--- config.mk ---
export PLATFORM = sky130hd
export DESIGN_NAME = script_sigop_scanner_flat
export DESIGN_NICKNAME = d
export VERILOG_FILES = /design/src/ssc_pkg.sv /design/src/ssc_if.sv /design/src/ssc_tokenizer.sv /design/src/script_sigop_scanner.sv /design/src/flat_wrapper.sv
export SDC_FILE = /design/constraint.sdc
export NUM_CORES = 1
export LEC_CHECK = 0
export ABC_AREA = 0
export CAP_MARGIN = 15
export CORE_MARGIN = 4
export CORE_UTILIZATION = 55
export CTS_CLUSTER_DIAMETER = 120
export CTS_CLUSTER_SIZE = 28
export DETAILED_ROUTE_END_ITERATION = 6
export DONT_BUFFER_PORTS = 1
export GPL_ROUTABILITY_DRIVEN = 0
export GPL_TIMING_DRIVEN = 0
export HOLD_SLACK_MARGIN = 0.02
export PLACE_DENSITY = 0.67
export SETUP_SLACK_MARGIN = 0.05
export SLEW_MARGIN = 20
export SYNTH_ARGS = -nofsm -noshare
export SYNTH_HDL_FRONTEND = slang
export SYNTH_SLANG_ARGS = --single-unit
--- constraint.sdc ---
create_clock -name clk -period 6.2 [get_ports clk]
set_clock_uncertainty 0.15 [all_clocks]
set_input_delay 1.86 -clock clk [delete_from_list [all_inputs] [get_ports clk]]
set_output_delay 1.86 -clock clk [all_outputs]
set_load 0.1 [all_outputs]
--- src/ssc_pkg.sv ---
// ----------------------------------------------------------------------------
// ssc_pkg
// Shared types and opcode constants for the script signature-op scanner.
// ----------------------------------------------------------------------------
package ssc_pkg;

  localparam int SIGOP_W = 24;
  localparam int LEN_W   = 32;

  localparam logic [SIGOP_W-1:0] SIGOP_MAX = '1;

  localparam logic [7:0] OP_0             = 8'h00;
  localparam logic [7:0] OP_PUSH_LEN1     = 8'h4c;
  localparam logic [7:0] OP_PUSH_LEN2     = 8'h4d;
  localparam logic [7:0] OP_PUSH_LEN4     = 8'h4e;
  localparam logic [7:0] OP_1             = 8'h51;
  localparam logic [7:0] OP_16            = 8'h60;
  localparam logic [7:0] OP_SIG           = 8'hac;
  localparam logic [7:0] OP_SIG_VFY       = 8'had;
  localparam logic [7:0] OP_MULTI_SIG     = 8'hae;
  localparam logic [7:0] OP_MULTI_SIG_VFY = 8'haf;
  localparam logic [7:0] OP_INVALID       = 8'hff;

  localparam logic [4:0] MULTISIG_DEFAULT = 5'd20;

  typedef enum logic [1:0] {
    PH_OPCODE  = 2'd0,
    PH_LENGTH  = 2'd1,
    PH_PAYLOAD = 2'd2
  } scan_phase_t;

  typedef struct packed {
    logic [7:0] script_byte;
    logic       has_byte;
    logic       end_of_script;
  } script_item_t;

  typedef struct packed {
    logic [SIGOP_W-1:0] sigop_count;
    logic               push_only;
    logic               truncated;
  } result_item_t;

endpackage

--- src/ssc_if.sv ---
// ----------------------------------------------------------------------------
// ssc_if
// Valid/ready channels of the scanner: script bytes, results, configuration.
// ----------------------------------------------------------------------------
interface ssc_script_if ();
  logic       valid;
  logic       ready;
  logic [7:0] script_byte;
  logic       has_byte;
  logic       end_of_script;

  modport source (output valid, output script_byte, output has_byte,
                  output end_of_script, input ready);
  modport sink   (input valid, input script_byte, input has_byte,
                  input end_of_script, output ready);
endinterface

interface ssc_result_if import ssc_pkg::*; ();
  logic               valid;
  logic               ready;
  logic [SIGOP_W-1:0] sigop_count;
  logic               push_only;
  logic               truncated;

  modport source (output valid, output sigop_count, output push_only,
                  output truncated, input ready);
  modport sink   (input valid, input sigop_count, input push_only,
                  input truncated, output ready);
endinterface

interface ssc_cfg_if ();
  logic valid;
  logic ready;
  logic accurate_mode;

  modport source (output valid, output accurate_mode, input ready);
  modport sink   (input valid, input accurate_mode, output ready);
endinterface

--- src/ssc_tokenizer.sv ---
// ----------------------------------------------------------------------------
// ssc_tokenizer
// Per-script opcode tokenizer state and sigop accumulation, one byte a cycle while step is high.
// ----------------------------------------------------------------------------
module ssc_tokenizer import ssc_pkg::*; #(
  parameter int COUNT_WIDTH = 24
) (
  input  logic         clk,
  input  logic         rst,
  input  logic         accurate_mode,
  input  logic         step,
  input  script_item_t item,
  output result_item_t res
);

  scan_phase_t            phase, phase_next;
  logic [2:0]             len_left, len_left_next;
  logic [LEN_W-1:0]       len_val, len_val_next;
  logic [LEN_W-1:0]       pay_left, pay_left_next;
  logic [7:0]             prev_op, prev_op_next;
  logic [COUNT_WIDTH-1:0] count, count_next;
  logic                   push_only, push_only_next;

  logic [2:0]             total;
  logic [1:0]             pos;
  logic [LEN_W-1:0]       len_acc;
  logic [4:0]             add_n;
  logic [COUNT_WIDTH:0]   sum;
  logic [31:0]            cnt32;
  logic [7:0]             b;
  logic                   trunc;
  logic [COUNT_WIDTH-1:0] cnt_upd;
  logic [LEN_W-1:0]       pay_upd;
  logic [2:0]             left_upd;
  scan_phase_t            phase_upd;
  logic [7:0]             prev_upd;
  logic                   push_upd;

  always_comb begin
    b         = item.script_byte;
    phase_upd = phase;
    left_upd  = len_left;
    len_val_next = len_val;
    pay_upd   = pay_left;
    prev_upd  = prev_op;
    push_upd  = push_only;
    add_n     = '0;
    total     = (prev_op == OP_PUSH_LEN1) ? 3'd1 :
                (prev_op == OP_PUSH_LEN2) ? 3'd2 : 3'd4;
    pos       = 2'(total - len_left);
    len_acc   = len_val | (LEN_W'(b) << {pos, 3'b000});

    if (item.has_byte) begin
      if (phase == PH_LENGTH && len_left != '0) begin
        len_val_next = len_acc;
        left_upd     = len_left - 3'd1;
        if (left_upd == '0) begin
          pay_upd   = len_acc;
          phase_upd = (len_acc == '0) ? PH_OPCODE : PH_PAYLOAD;
        end
      end else if (phase == PH_PAYLOAD && pay_left != '0) begin
        pay_upd = pay_left - LEN_W'(1);
        if (pay_upd == '0) begin
          phase_upd = PH_OPCODE;
        end
      end else begin
        phase_upd = PH_OPCODE;
        if (b > OP_16) begin
          push_upd = 1'b0;
        end
        if (b == OP_SIG || b == OP_SIG_VFY) begin
          add_n = 5'd1;
        end else if (b == OP_MULTI_SIG || b == OP_MULTI_SIG_VFY) begin
          if (accurate_mode && prev_op >= OP_1 && prev_op <= OP_16) begin
            add_n = 5'(prev_op - (OP_1 - 8'd1));
          end else begin
            add_n = MULTISIG_DEFAULT;
          end
        end
        prev_upd = b;
        if (b < OP_PUSH_LEN1) begin
          pay_upd   = LEN_W'(b);
          phase_upd = (b == OP_0) ? PH_OPCODE : PH_PAYLOAD;
        end else if (b <= OP_PUSH_LEN4) begin
          left_upd     = (b == OP_PUSH_LEN1) ? 3'd1 : (b == OP_PUSH_LEN2) ? 3'd2 : 3'd4;
          len_val_next = '0;
          phase_upd    = PH_LENGTH;
        end
      end
    end

    sum     = {1'b0, count} + (COUNT_WIDTH + 1)'(add_n);
    cnt_upd = sum[COUNT_WIDTH] ? '1 : sum[COUNT_WIDTH-1:0];
    cnt32   = 32'(cnt_upd);

    trunc = (phase_upd == PH_LENGTH && left_upd != '0) ||
            (phase_upd == PH_PAYLOAD && pay_upd != '0);
    res.sigop_count = (cnt32 > 32'(SIGOP_MAX)) ? SIGOP_MAX : cnt32[SIGOP_W-1:0];
    res.push_only   = push_upd && !trunc;
    res.truncated   = trunc;

    if (item.end_of_script) begin
      phase_next     = PH_OPCODE;
      len_left_next  = '0;
      len_val_next   = '0;
      pay_left_next  = '0;
      prev_op_next   = OP_INVALID;
      count_next     = '0;
      push_only_next = 1'b1;
    end else begin
      phase_next     = phase_upd;
      len_left_next  = left_upd;
      pay_left_next  = pay_upd;
      prev_op_next   = prev_upd;
      count_next     = cnt_upd;
      push_only_next = push_upd;
    end
  end

  always_ff @(posedge clk) begin
    if (rst) begin
      phase     <= PH_OPCODE;
      len_left  <= '0;
      len_val   <= '0;
      pay_left  <= '0;
      prev_op   <= OP_INVALID;
      count     <= '0;
      push_only <= 1'b1;
    end else if (step) begin
      phase     <= phase_next;
      len_left  <= len_left_next;
      len_val   <= len_val_next;
      pay_left  <= pay_left_next;
      prev_op   <= prev_op_next;
      count     <= count_next;
      push_only <= push_only_next;
    end
  end

endmodule

--- src/script_sigop_scanner.sv ---
// ----------------------------------------------------------------------------
// script_sigop_scanner
// Counts signature operations in a script streamed one byte per transaction.
// ----------------------------------------------------------------------------
// Usage:
//   script : one transaction per item (script_byte, has_byte, end_of_script).
//            Bytes of one script arrive in order; end_of_script closes it.
//            has_byte = 0 with end_of_script = 1 closes an empty script.
//   result : one transaction per script (sigop_count, push_only, truncated),
//            issued for the item that carries end_of_script.
//   cfg    : writes accurate_mode; always ready. Write only while idle.
// Timing:
//   One item per cycle sustained while no result is held back. An item is
//   tokenized while it sits in the input register, and the result of an
//   end_of_script item is loaded into the result register when that item
//   leaves the input register.
// Reset:
//   rst clears the tokenizer state, empties both registers and sets
//   accurate_mode to 1.
// Backpressure:
//   While a result is held and result.ready is low, bytes of the next script
//   keep flowing; only the next end_of_script item waits in the input
//   register, which then deasserts script.ready.
// ----------------------------------------------------------------------------
module script_sigop_scanner import ssc_pkg::*; #(
  parameter int COUNT_WIDTH = 24
) (
  input  logic          clk,
  input  logic          rst,
  ssc_script_if.sink    script,
  ssc_result_if.source  result,
  ssc_cfg_if.sink       cfg
);

  logic         accurate_mode;
  logic         in_vld;
  script_item_t in_q;
  logic         out_vld;
  result_item_t out_q;
  result_item_t res;
  logic         step;
  logic         load;

  assign step = in_vld && (!in_q.end_of_script || !out_vld || result.ready);
  assign load = step && in_q.end_of_script;

  assign script.ready = !in_vld || step;
  assign cfg.ready    = 1'b1;

  always_ff @(posedge clk) begin
    if (rst) begin
      accurate_mode <= 1'b1;
    end else if (cfg.valid) begin
      accurate_mode <= cfg.accurate_mode;
    end
  end

  always_ff @(posedge clk) begin
    if (rst) begin
      in_vld <= 1'b0;
    end else if (script.ready) begin
      in_vld <= script.valid;
    end
  end

  always_ff @(posedge clk) begin
    if (script.ready && script.valid) begin
      in_q.script_byte   <= script.script_byte;
      in_q.has_byte      <= script.has_byte;
      in_q.end_of_script <= script.end_of_script;
    end
  end

  ssc_tokenizer #(
    .COUNT_WIDTH (COUNT_WIDTH)
  ) u_tokenizer (
    .clk           (clk),
    .rst           (rst),
    .accurate_mode (accurate_mode),
    .step          (step),
    .item          (in_q),
    .res           (res)
  );

  always_ff @(posedge clk) begin
    if (rst) begin
      out_vld <= 1'b0;
    end else if (load) begin
      out_vld <= 1'b1;
    end else if (result.ready) begin
      out_vld <= 1'b0;
    end
  end

  always_ff @(posedge clk) begin
    if (load) begin
      out_q <= res;
    end
  end

  assign result.valid       = out_vld;
  assign result.sigop_count = out_q.sigop_count;
  assign result.push_only   = out_q.push_only;
  assign result.truncated   = out_q.truncated;

  a_no_result_overwrite: assert property (@(posedge clk) disable iff (rst)
    load |-> (!out_vld || result.ready))
    else $error("result register overwritten while held");

  a_load_gives_result: assert property (@(posedge clk) disable iff (rst)
    load |=> out_vld)
    else $error("script end did not produce a result");

  a_flags_exclusive: assert property (@(posedge clk) disable iff (rst)
    out_vld |-> !(out_q.push_only && out_q.truncated))
    else $error("push_only set on a truncated script");

  a_mode_after_reset: assert property (@(posedge clk)
    $past(rst) |-> accurate_mode)
    else $error("accurate_mode not set after reset");

endmodule

--- src/flat_wrapper.sv ---
// flat-port wrapper written by rule: the top's interface ports become plain ports
module script_sigop_scanner_flat import ssc_pkg::*;
#(
  parameter int COUNT_WIDTH = 24
)
  (clk, rst, script_valid, script_script_byte, script_has_byte, script_end_of_script, script_ready, result_valid, result_sigop_count, result_push_only, result_truncated, result_ready, cfg_valid, cfg_accurate_mode, cfg_ready);
  ssc_script_if script_i ();
  ssc_result_if result_i ();
  ssc_cfg_if cfg_i ();
  input  logic clk;
  input  logic rst;
  input wire logic [$bits(script_i.valid)-1:0] script_valid;
  input wire logic [$bits(script_i.script_byte)-1:0] script_script_byte;
  input wire logic [$bits(script_i.has_byte)-1:0] script_has_byte;
  input wire logic [$bits(script_i.end_of_script)-1:0] script_end_of_script;
  output wire logic [$bits(script_i.ready)-1:0] script_ready;
  output wire logic [$bits(result_i.valid)-1:0] result_valid;
  output wire logic [$bits(result_i.sigop_count)-1:0] result_sigop_count;
  output wire logic [$bits(result_i.push_only)-1:0] result_push_only;
  output wire logic [$bits(result_i.truncated)-1:0] result_truncated;
  input wire logic [$bits(result_i.ready)-1:0] result_ready;
  input wire logic [$bits(cfg_i.valid)-1:0] cfg_valid;
  input wire logic [$bits(cfg_i.accurate_mode)-1:0] cfg_accurate_mode;
  output wire logic [$bits(cfg_i.ready)-1:0] cfg_ready;
  assign script_i.valid = script_valid;
  assign script_i.script_byte = script_script_byte;
  assign script_i.has_byte = script_has_byte;
  assign script_i.end_of_script = script_end_of_script;
  assign script_ready = script_i.ready;
  assign result_valid = result_i.valid;
  assign result_sigop_count = result_i.sigop_count;
  assign result_push_only = result_i.push_only;
  assign result_truncated = result_i.truncated;
  assign result_i.ready = result_ready;
  assign cfg_i.valid = cfg_valid;
  assign cfg_i.accurate_mode = cfg_accurate_mode;
  assign cfg_ready = cfg_i.ready;
  script_sigop_scanner #(.COUNT_WIDTH(COUNT_WIDTH)) u_core (.clk(clk), .rst(rst), .script(script_i), .result(result_i), .cfg(cfg_i));
endmodule
==> results of run 1 <==
==> per-layer routing <==
layer | GRT usage, % | wire length [um] | vias up
met3 | 7.11 | 3180 | 188
met2 | 50.5 | 12600 | 629
li1 | - | - | 4024
met1 | 43.6 | 11900 | 4142
met5 | 0 | 0 | -
met4 | 20.6 | 2270 | 0
==> sequential cells by signal, summed over array words and instances, names as in the netlist, 2 cells and up <==
name and count:
u_core.u_tokenizer.len_left 3, u_core.u_tokenizer.count 24, u_core.result.sigop_count 24, u_core.in_q 10, u_core.u_tokenizer.pay_left 32, u_core.u_tokenizer.len_val 32
u_core.u_tokenizer.phase 2, u_core.u_tokenizer.prev_op 8
==> layout by cell type, fill, tap and decap left out, types with 18 or more instances in the layout <==
master,Yosys,routed
nor3_1,32,30
edfxtp_1,36,36
clkbuf_1,61,60
o22ai_1,18,18
nand2b_1,19,19
nand2_1,67,67
nor2_1,166,166
a21oi_1,114,114
nand3_1,22,22
a22oi_1,24,24
nor4_1,24,24
nand4_1,20,20
a31oi_1,28,27
o21ai_0,31,31
xnor2_1,22,22
dfxtp_1,105,105
==> metrics by stage <==
step	instances	area (um^2)	hold WS, ps	total power (W)
final	1314	9480	327	0.00230
after global routing	1314	9480	354	0.00235
after CTS	1314	9460	329	0.00229
after detailed placement	1282	8860	316	0.00125
after global placement	1282	8860	304	0.00125
after floorplan	1071	8590	287	0.00117
==> cell type report <==
| cell class | instances | area, um^2 |
|---|---|---|
| buffer | 83 | 362 |
| inverter | 17 | 63.8 |
| multi-input combinational | 830 | 5010 |
| clock inverter | 14 | 158 |
| fill | 1397 | 5780 |
| clock buffer | 18 | 439 |
| tap | 211 | 264 |
| sequential | 141 | 3180 |
==> worst max-delay path by stage <==
stage / slack, ps / cells past startpoint / start / to
after global routing: 100 / 22 / u_core.u_tokenizer.pay_left[0] / u_core.u_tokenizer.count[4]
after detailed placement: 170 / 20 / u_core.u_tokenizer.pay_left[6] / u_core.result.sigop_count[8]
final: 300 / 22 / u_core.u_tokenizer.pay_left[0] / u_core.u_tokenizer.count[4]
after CTS: 150 / 20 / u_core.u_tokenizer.pay_left[6] / u_core.result.sigop_count[8]
after global placement: 140 / 20 / u_core.u_tokenizer.pay_left[6] / u_core.result.sigop_count[8]
after floorplan: 1350 / 2 / result_ready / script_ready
==> cells by family (layout without fill, tap and decap cells) <==
logic type               Yosys count  in the layout  share of synthesized area, %
adder cells (fa/ha/maj)           13             13                          1.98
XOR/XNOR                          39             39                          3.98
other                              1              1                        0.0436
AND/OR/NAND/NOR                  444            444                          26.6
multiplexers                       2              2                         0.262
AO/OA/AOI/OAI                    331            331                          25.2
flip-flops                       141            141                          37.0
buffers and inverters            100            132                          4.92
==> worst max-delay path, cell delays in order, from the launching register on <==
cell and delay (ps):
dfxtp_1 400, buf_2 270, inv_1 140, ha_1 240
nand4_1 180, nor3_2 100, o21ai_1 740, nor3_4 160
a21boi_0 190, ha_1 270, fa_1 420, a21o_1 200
a21oi_1 170, nor2b_1 100, o2111a_1 260, and2_1 200
and3_1 170, clkbuf_1 180, nand2_1 300, clkbuf_1 460
o21ai_0 210, a22oi_1 180, nor2_1 60
==> power breakdown <==
| part | switching [W] | internal (W) |
|---|---|---|
| registers | 0.0000219 | 0.000953 |
| clock network | 0.000448 | 0.000610 |
| logic | 0.000185 | 0.0000799 |
==> what timing repair did <==
| action | 4_1_cts | 5_1_grt |
|---|---|---|
| endpoints found under the setup margin | 0 | 37 |
| resized for setup | 0 | 6 |
| buffers inserted | 0 | 0 |
==> flow_summary.yaml, run 1 <==
synth:
  yosys-top-cells-area: "dfxtp_1 24%, edfxtp_1 13%, nor2_1 7.3%"
  yosysTopAreaCell: "dfxtp_1"
  yosysMostFrequentCell: "nor2_1"
  ys_ff_latch: 141
  synth-edff-count: 36
  netlist_area_um2: 8590
  synth_common_cells: "166 x nor2_1, 114 x a21oi_1, 105 x dfxtp_1"
  synth_fp_nets: 1100
  yosysWarnings: 0
  yosysSeqAreaShare_pct: 37.0
  syn_avg_cell_area_um2: 8.02
  ys_types: 88
  synth_cells: 1071
  synthFlopType: "dfxtp_1"
  synthArstFlopShare_pct: 0
  synth_top_area_share_pct: 24.5
min_path:
  hp-class: "register to register"
  hold_end: "u_core.u_tokenizer.len_val[18]"
  hp-start: "u_core.u_tokenizer.len_val[18]"
  hold_depth: 2
cts:
  cts.sinks: 141
  cts_buffer_depth: 2
  cts-htree-levels: 4
  clk_pin_slew_ps: 60
  cts_tree: "yes"
  clkLatencyLatePin_ps: 440
  numCtsBuffers: 17
  root_buffer: "clkbuf_16"
  hold_buffers: 0
die:
  die_h_um: 133
  io_pins: 45
  start_util_pct: 56.3
  rows: 45
  core_um2: 15300
  fp.dieW_um: 133
  die_area_um2: 17700
critical_path:
  ff2ff_path_depth: 22
  reg2reg_from: "u_core.u_tokenizer.pay_left[0]"
  worst-path-max-fanout: 10
  crit_required_ps: 6360
  worst_ep_arrival_time_ps: 6060
  r2r_slack_ps: 300
  start_kind: "register"
  path_class: "register to register"
  end_kind: "register"
  rr_endpoint: "u_core.u_tokenizer.count[4]"
route:
  wl_per_cell_um: 22.8
  antenna_left: 0
  drc: 0
  totalWireLength_um: 29900
  first_pass_iters: 6
  vias: 8983
  drt_iter0_markers: 1242
  viasPerCell: 6.84
sta:
  rsz0062_at_grt: "no"
  slew_viol_final: 0
  fmaxAchievable_ghz: 0.169
  tns_ps: 0
  slew_headroom_pct: 27.1
  hold_viol: 0
  setup_ws_ps: 296
  post-route-period-util_pct: 95.2
  tightest_slew_ps: 1090
  finalCriticalPeriod_ps: 5900
  setup_viol: 0
pwr:
  cellPowerDensity_nw_per_um2: 242
  leakagePower_nw: 3.52
  ir_drop_uv: 191
outcome:
  status: "finished, final reports clean"
cells_and_area:
  finalNetCount: 1119
  diodes: 0
  final_core_util_pct: 62.1
  drive_gt1_share_pct: 7.62
  syn_to_final_growth_pct: 10.3
flow_run:
  cap_violations: 0
place:
  portBuffers: 0
  dp_hpwl_um: 21600
  pre_cts_slack_ps: 173
global_route:
  antenna_found_initial: 0
  gr-usage-all-layers_pct: 33.4
  grt_pass1_vias: 8270
  gr-total-overflow: 0
  grt_pass1_wl_um: 46400
  grt_max_degree: 29
No activity file was read; power rests on OpenSTA's default activity.
==> run 2: changes to the inputs <==
- MAX_ROUTING_LAYER: not set -> met4
==> run 2 against run 1 <==
The run now ends with design-rule violations left. Register-to-register slack better by 50 ps. Final cell count unchanged. Total power about the same. Worst hold slack better by 5.1 ps. First-iteration DRC count down 3.8%. Count of clock-buffer cells in the layout unchanged. Utilization unchanged. Sequential cell count unchanged. Critical path type unchanged. Critical endpoint unchanged.
==> flow_summary.yaml, run 2 (synthesis results as in run 1) <==
critical_path:
  worst-path-max-fanout: 10
  critical_path_depth: 22
  r2r_slack_ps: 350
  crit_slowest_cell: "o21ai_1"
  crit_family: "compound AO/OA/AOI/OAI gates"
  critPathLaunch: "u_core.u_tokenizer.pay_left[0]"
  start_kind: "register"
  crit_path_max_incr_delay_ps: 730
  path_class: "register to register"
  crit_buf_inv: 4
  end_kind: "register"
  crit_required_ps: 6360
  reg2reg_from: "u_core.u_tokenizer.pay_left[0]"
  crit_path_cell_trace: "buf_2 > inv_1 > ha_1 > nand4_1 > nor3_2 > o21ai_1 > nor3_4 > a21boi_0 > ha_1 > fa_1 > a21o_1 > a21oi_1 > nor2b_1 > o2111a_1 > and2_1 > and3_1 > clkbuf_1 > nand2_1 > clkbuf_1 > o21ai_0 > a22oi_1 > nor2_1"
  ff2ff_path_depth: 22
  worst_ep_arrival_time_ps: 6010
  rr_endpoint: "u_core.u_tokenizer.count[4]"
  cp-endpoint: "u_core.u_tokenizer.count[4]"
sta:
  fmaxAchievable_ghz: 0.171
  slew_viol_final: 0
  tightest_slew_ps: 1100
  rsz0062_at_grt: "no"
  setup_ws_ps: 348
  finalCriticalPeriod_ps: 5850
  post-route-period-util_pct: 94.4
  setup_viol: 0
  slew_headroom_pct: 26.7
  hold_viol: 0
  tns_ps: 0
  whs_ps: 332
pwr:
  cellPowerDensity_nw_per_um2: 242
  leakagePower_nw: 3.52
  ir_drop_uv: 191
cts:
  hold_buffers: 0
  cts_tree: "yes"
  cts_buffer_depth: 2
  root_buffer: "clkbuf_16"
  numCtsBuffers: 17
  cts.sinks: 141
  cts-htree-levels: 4
  clkLatencyLatePin_ps: 440
  clk_pin_slew_ps: 60
route:
  wl_per_cell_um: 22.7
  first_pass_iters: 7
  totalWireLength_um: 29800
  antenna_left: 0
  viasPerCell: 6.74
  drc: 5
  vias: 8860
  drt_iter0_markers: 1195
die:
  die_area_um2: 17700
  rows: 45
  io_pins: 45
  start_util_pct: 56.3
  die_h_um: 133
  core_um2: 15300
  fp.dieW_um: 133
cells_and_area:
  fin_cells: 1314
  syn_to_final_growth_pct: 10.3
  drive_gt1_share_pct: 7.62
  finalNetCount: 1119
  final_common_cell: "nor2_1"
  final_core_util_pct: 62.1
  top_regs: "u_core.u_tokenizer.len_val (32), u_core.u_tokenizer.pay_left (32)"
  diodes: 0
  layout_common_cells: "166 x nor2_1, 114 x a21oi_1, 105 x dfxtp_1"
global_route:
  gr-usage-all-layers_pct: 34.5
  grt_pass1_wl_um: 46400
  gr-total-overflow: 0
  grt_pass1_vias: 8266
  antenna_found_initial: 0
  grt_max_degree: 29
min_path:
  hp-class: "register to register"
  hp-start: "u_core.u_tokenizer.len_val[18]"
place:
  dp_hpwl_um: 21600
  portBuffers: 0
  pre_cts_slack_ps: 173
  dp_cells: 1282
flow_run:
  cap_violations: 0
outcome:
  status: "finished with violations"
  violations: "design-rule violations"
==> run 2: final cells by class <==
| cell class | count | area, um^2 |
|---|---|---|
| Fill cell | 1397 | 5780 |
| Multi-Input combinational cell | 830 | 5010 |
| Sequential cell | 141 | 3180 |
| Clock buffer | 18 | 439 |
| Buffer | 83 | 362 |
| Tap cell | 211 | 264 |
| Clock inverter | 14 | 158 |
| Inverter | 17 | 63.8 |
==> run 2: routing by layer <==
layer | routed length, um | vias up | part of all wire, % | global-route usage (%)
met1 | 11900 | 4068 | 40 | 43.4
met5 | 0 | - | 0 | -
li1 | - | 4028 | - | -
met4 | 2010 | 0 | 6.7 | 19.8
met3 | 3080 | 170 | 10 | 7.79
met2 | 12800 | 594 | 43 | 50.8
==> run 2: timing repair <==
action	4_1_cts	5_1_grt
endpoints found under the setup margin	0	34
gates resized for setup	0	6
setup buffers	0	0
==> run 2: tightest hold or removal path, cell delays in order (launching register included) <==
cell and delay (ps):
dfxtp_1 340, a21oi_1 40, nor2_1 70
==> run 2: per-stage QoR <==
| stage | area (um^2) | total power [W] |
|---|---|---|
| after floorplan | 8590 | 0.00117 |
| after global placement | 8860 | 0.00125 |
| after detailed placement | 8860 | 0.00125 |
| after CTS | 9460 | 0.00229 |
| after global routing | 9480 | 0.00235 |
| final | 9480 | 0.00230 |
==> run 2: worst min path at each step <==
| stage | end | slack (ps) | cells past startpoint |
|---|---|---|---|
| 2_1_floorplan | u_core.u_tokenizer.len_val[18] | 290 | 2 |
| 3_3_place_gp | u_core.u_tokenizer.len_val[18] | 300 | 2 |
| 3_5_place_dp | u_core.u_tokenizer.len_val[18] | 320 | 2 |
| 4_1_cts | u_core.u_tokenizer.len_val[18] | 330 | 2 |
| 5_1_grt | u_core.u_tokenizer.len_val[21] | 350 | 2 |
| 6_report | u_core.u_tokenizer.len_val[18] | 330 | 2 |
==> run 2: report_power, final <==
part,internal [W],leakage [nW],switching (W)
sequential,0.000953,1.23,0.0000218
combinational,0.0000799,2.01,0.000186
clock,0.000610,0.284,0.000448
total,0.00164,3.52,0.000655
==> run 3: changes to the inputs <==
- CTS_BUF_LIST: not set -> sky130_fd_sc_hd__clkbuf_8
==> run 3 against run 2 <==
The run now ends clean. Wire length increased by 0.21%. First-iteration DRC count decreased by 4.3%. Via count increased by 0.85%. Fmax increased by 3.4%. Worst setup slack improved by 190 ps. Final cell count unchanged. Sequential cell count unchanged. Worst hold slack improved by 6.5 ps. Count of clock-buffer cells in the layout unchanged. Sequential share of layout area increased by 0.68 points. Largest power group is now sequential cells.
==> flow_summary.yaml, run 3 (synthesis results as in run 1) <==
global_route:
  antenna_found_initial: 0
  grt_pass1_wl_um: 46400
  grt_pass1_vias: 8206
  grt_max_degree: 29
  gr-total-overflow: 0
  gr-usage-all-layers_pct: 34.5
route:
  drt_iter0_markers: 1144
  wl_per_cell_um: 22.7
  totalWireLength_um: 29800
  first_pass_iters: 6
  drc: 0
  vias: 8935
  viasPerCell: 6.80
  antenna_left: 0
sta:
  whs_ps: 338
  slew_viol_final: 0
  hold_viol: 0
  setup_ws_ps: 539
  finalCriticalPeriod_ps: 5660
  slew_headroom_pct: 27.6
  fmaxAchievable_ghz: 0.177
  tightest_slew_ps: 1080
  tns_ps: 0
  rsz0062_at_grt: "no"
  post-route-period-util_pct: 91.3
  setup_viol: 0
pwr:
  power_frac_clock_pct: 38.8
  cellPowerDensity_nw_per_um2: 218
  leakagePower_nw: 3.43
  p_sw_w: 0.000620
  p_comb_share_pct: 13.1
  p_int_w: 0.00141
  swShare_pct: 30.6
  p_seq_share_pct: 48.1
  ir_drop_uv: 147
cts:
  cts.sinks: 141
  root_buffer: "clkbuf_8"
  numCtsBuffers: 17
  cts-htree-levels: 4
  cts_buffer_depth: 2
  clkLatencyLatePin_ps: 490
  clk_pin_slew_ps: 90
  cts_tree: "yes"
cells_and_area:
  top_regs: "u_core.u_tokenizer.len_val (32), u_core.u_tokenizer.pay_left (32)"
  final_core_util_pct: 60.9
  finalNetCount: 1119
  fin_area_um2: 9290
  syn_to_final_growth_pct: 8.13
  final_common_cell: "nor2_1"
  layout_common_cells: "166 x nor2_1, 114 x a21oi_1, 105 x dfxtp_1"
  drive_gt1_share_pct: 7.62
  diodes: 0
die:
  start_util_pct: 56.3
  fp.dieW_um: 133
  rows: 45
  io_pins: 45
  die_area_um2: 17700
  core_um2: 15300
  die_h_um: 133
critical_path:
  path_class: "register to register"
  crit_required_ps: 6270
  end_kind: "register"
  worst-path-max-fanout: 10
  start_kind: "register"
  worst_ep_arrival_time_ps: 5730
  ff2ff_path_depth: 20
place:
  portBuffers: 0
  pre_cts_slack_ps: 173
  dpl_cell_area_um2: 8860
  dp_hpwl_um: 21600
min_path:
  hp-class: "register to register"
  hold_depth: 2
flow_run:
  cap_violations: 0
outcome:
  status: "finished, final reports clean"
==> run 3: area by class of cell <==
type                    instances  area [um^2]
plain buffers                  83          360
clock buffers                  18          248
clock inverters                14          158
fillers                      1423         5970
inverters                      17         63.8
multi-input cells             830         5010
flip-flops and latches        141         3180
well taps                     211          264
==> run 3: layer usage <==
layer,global-route usage (%),up-vias,part of all wire [%]
met5,-,-,0
li1,-,4017,-
met1,43.2,4119,39
met3,8.48,168,11
met4,20.6,0,7.2
met2,50.2,631,42
==> run 3: worst max-delay path, cell delays in order, from the launching register on <==
cell,delay (ps)
dfxtp_1,310
clkbuf_1,210
nor4_1,560
nand3_1,270
nor3_2,320
o21ai_2,240
nor3_4,380
nand2_1,110
a21oi_1,160
ha_1,280
a21o_1,170
a21oi_1,170
nor2b_1,100
o2111a_1,260
and2_1,200
and3_1,170
clkbuf_1,170
nand2_1,300
clkbuf_2,340
buf_1,370
o21ai_0,150
==> run 3: through the flow <==
| step | std cells | power [W] |
|---|---|---|
| after floorplan | 1071 | 0.00117 |
| after detailed placement | 1282 | 0.00125 |
| after global placement | 1282 | 0.00125 |
| final | 1314 | 0.00203 |
| after CTS | 1314 | 0.00202 |
| after global routing | 1314 | 0.00209 |
==> run 3: power groups by stage <==
| stage | combinational, W | clock, W | sequential, W |
|---|---|---|---|
| after floorplan | 0.000181 | 0 | 0.000992 |
| after global placement | 0.000250 | 0 | 0.000995 |
| after detailed placement | 0.000250 | 0 | 0.000995 |
| after CTS | 0.000252 | 0.000791 | 0.000974 |
| after global routing | 0.000280 | 0.000831 | 0.000975 |
| final | 0.000265 | 0.000787 | 0.000974 |
==> run 3: what timing repair did <==
action	CTS	global route
buffers inserted	0	0
hold buffers	0	0
endpoints found under the setup margin	0	34
gates resized for setup	0	6
==> run 3: final timing paths <==
path                                  start                              to  slack (ps)
max          u_core.u_tokenizer.pay_left[6]    u_core.result.sigop_count[8]         540
min          u_core.u_tokenizer.len_val[18]  u_core.u_tokenizer.len_val[18]         340
max reg2reg  u_core.u_tokenizer.pay_left[6]    u_core.result.sigop_count[8]         540
min reg2reg  u_core.u_tokenizer.len_val[18]  u_core.u_tokenizer.len_val[18]         340
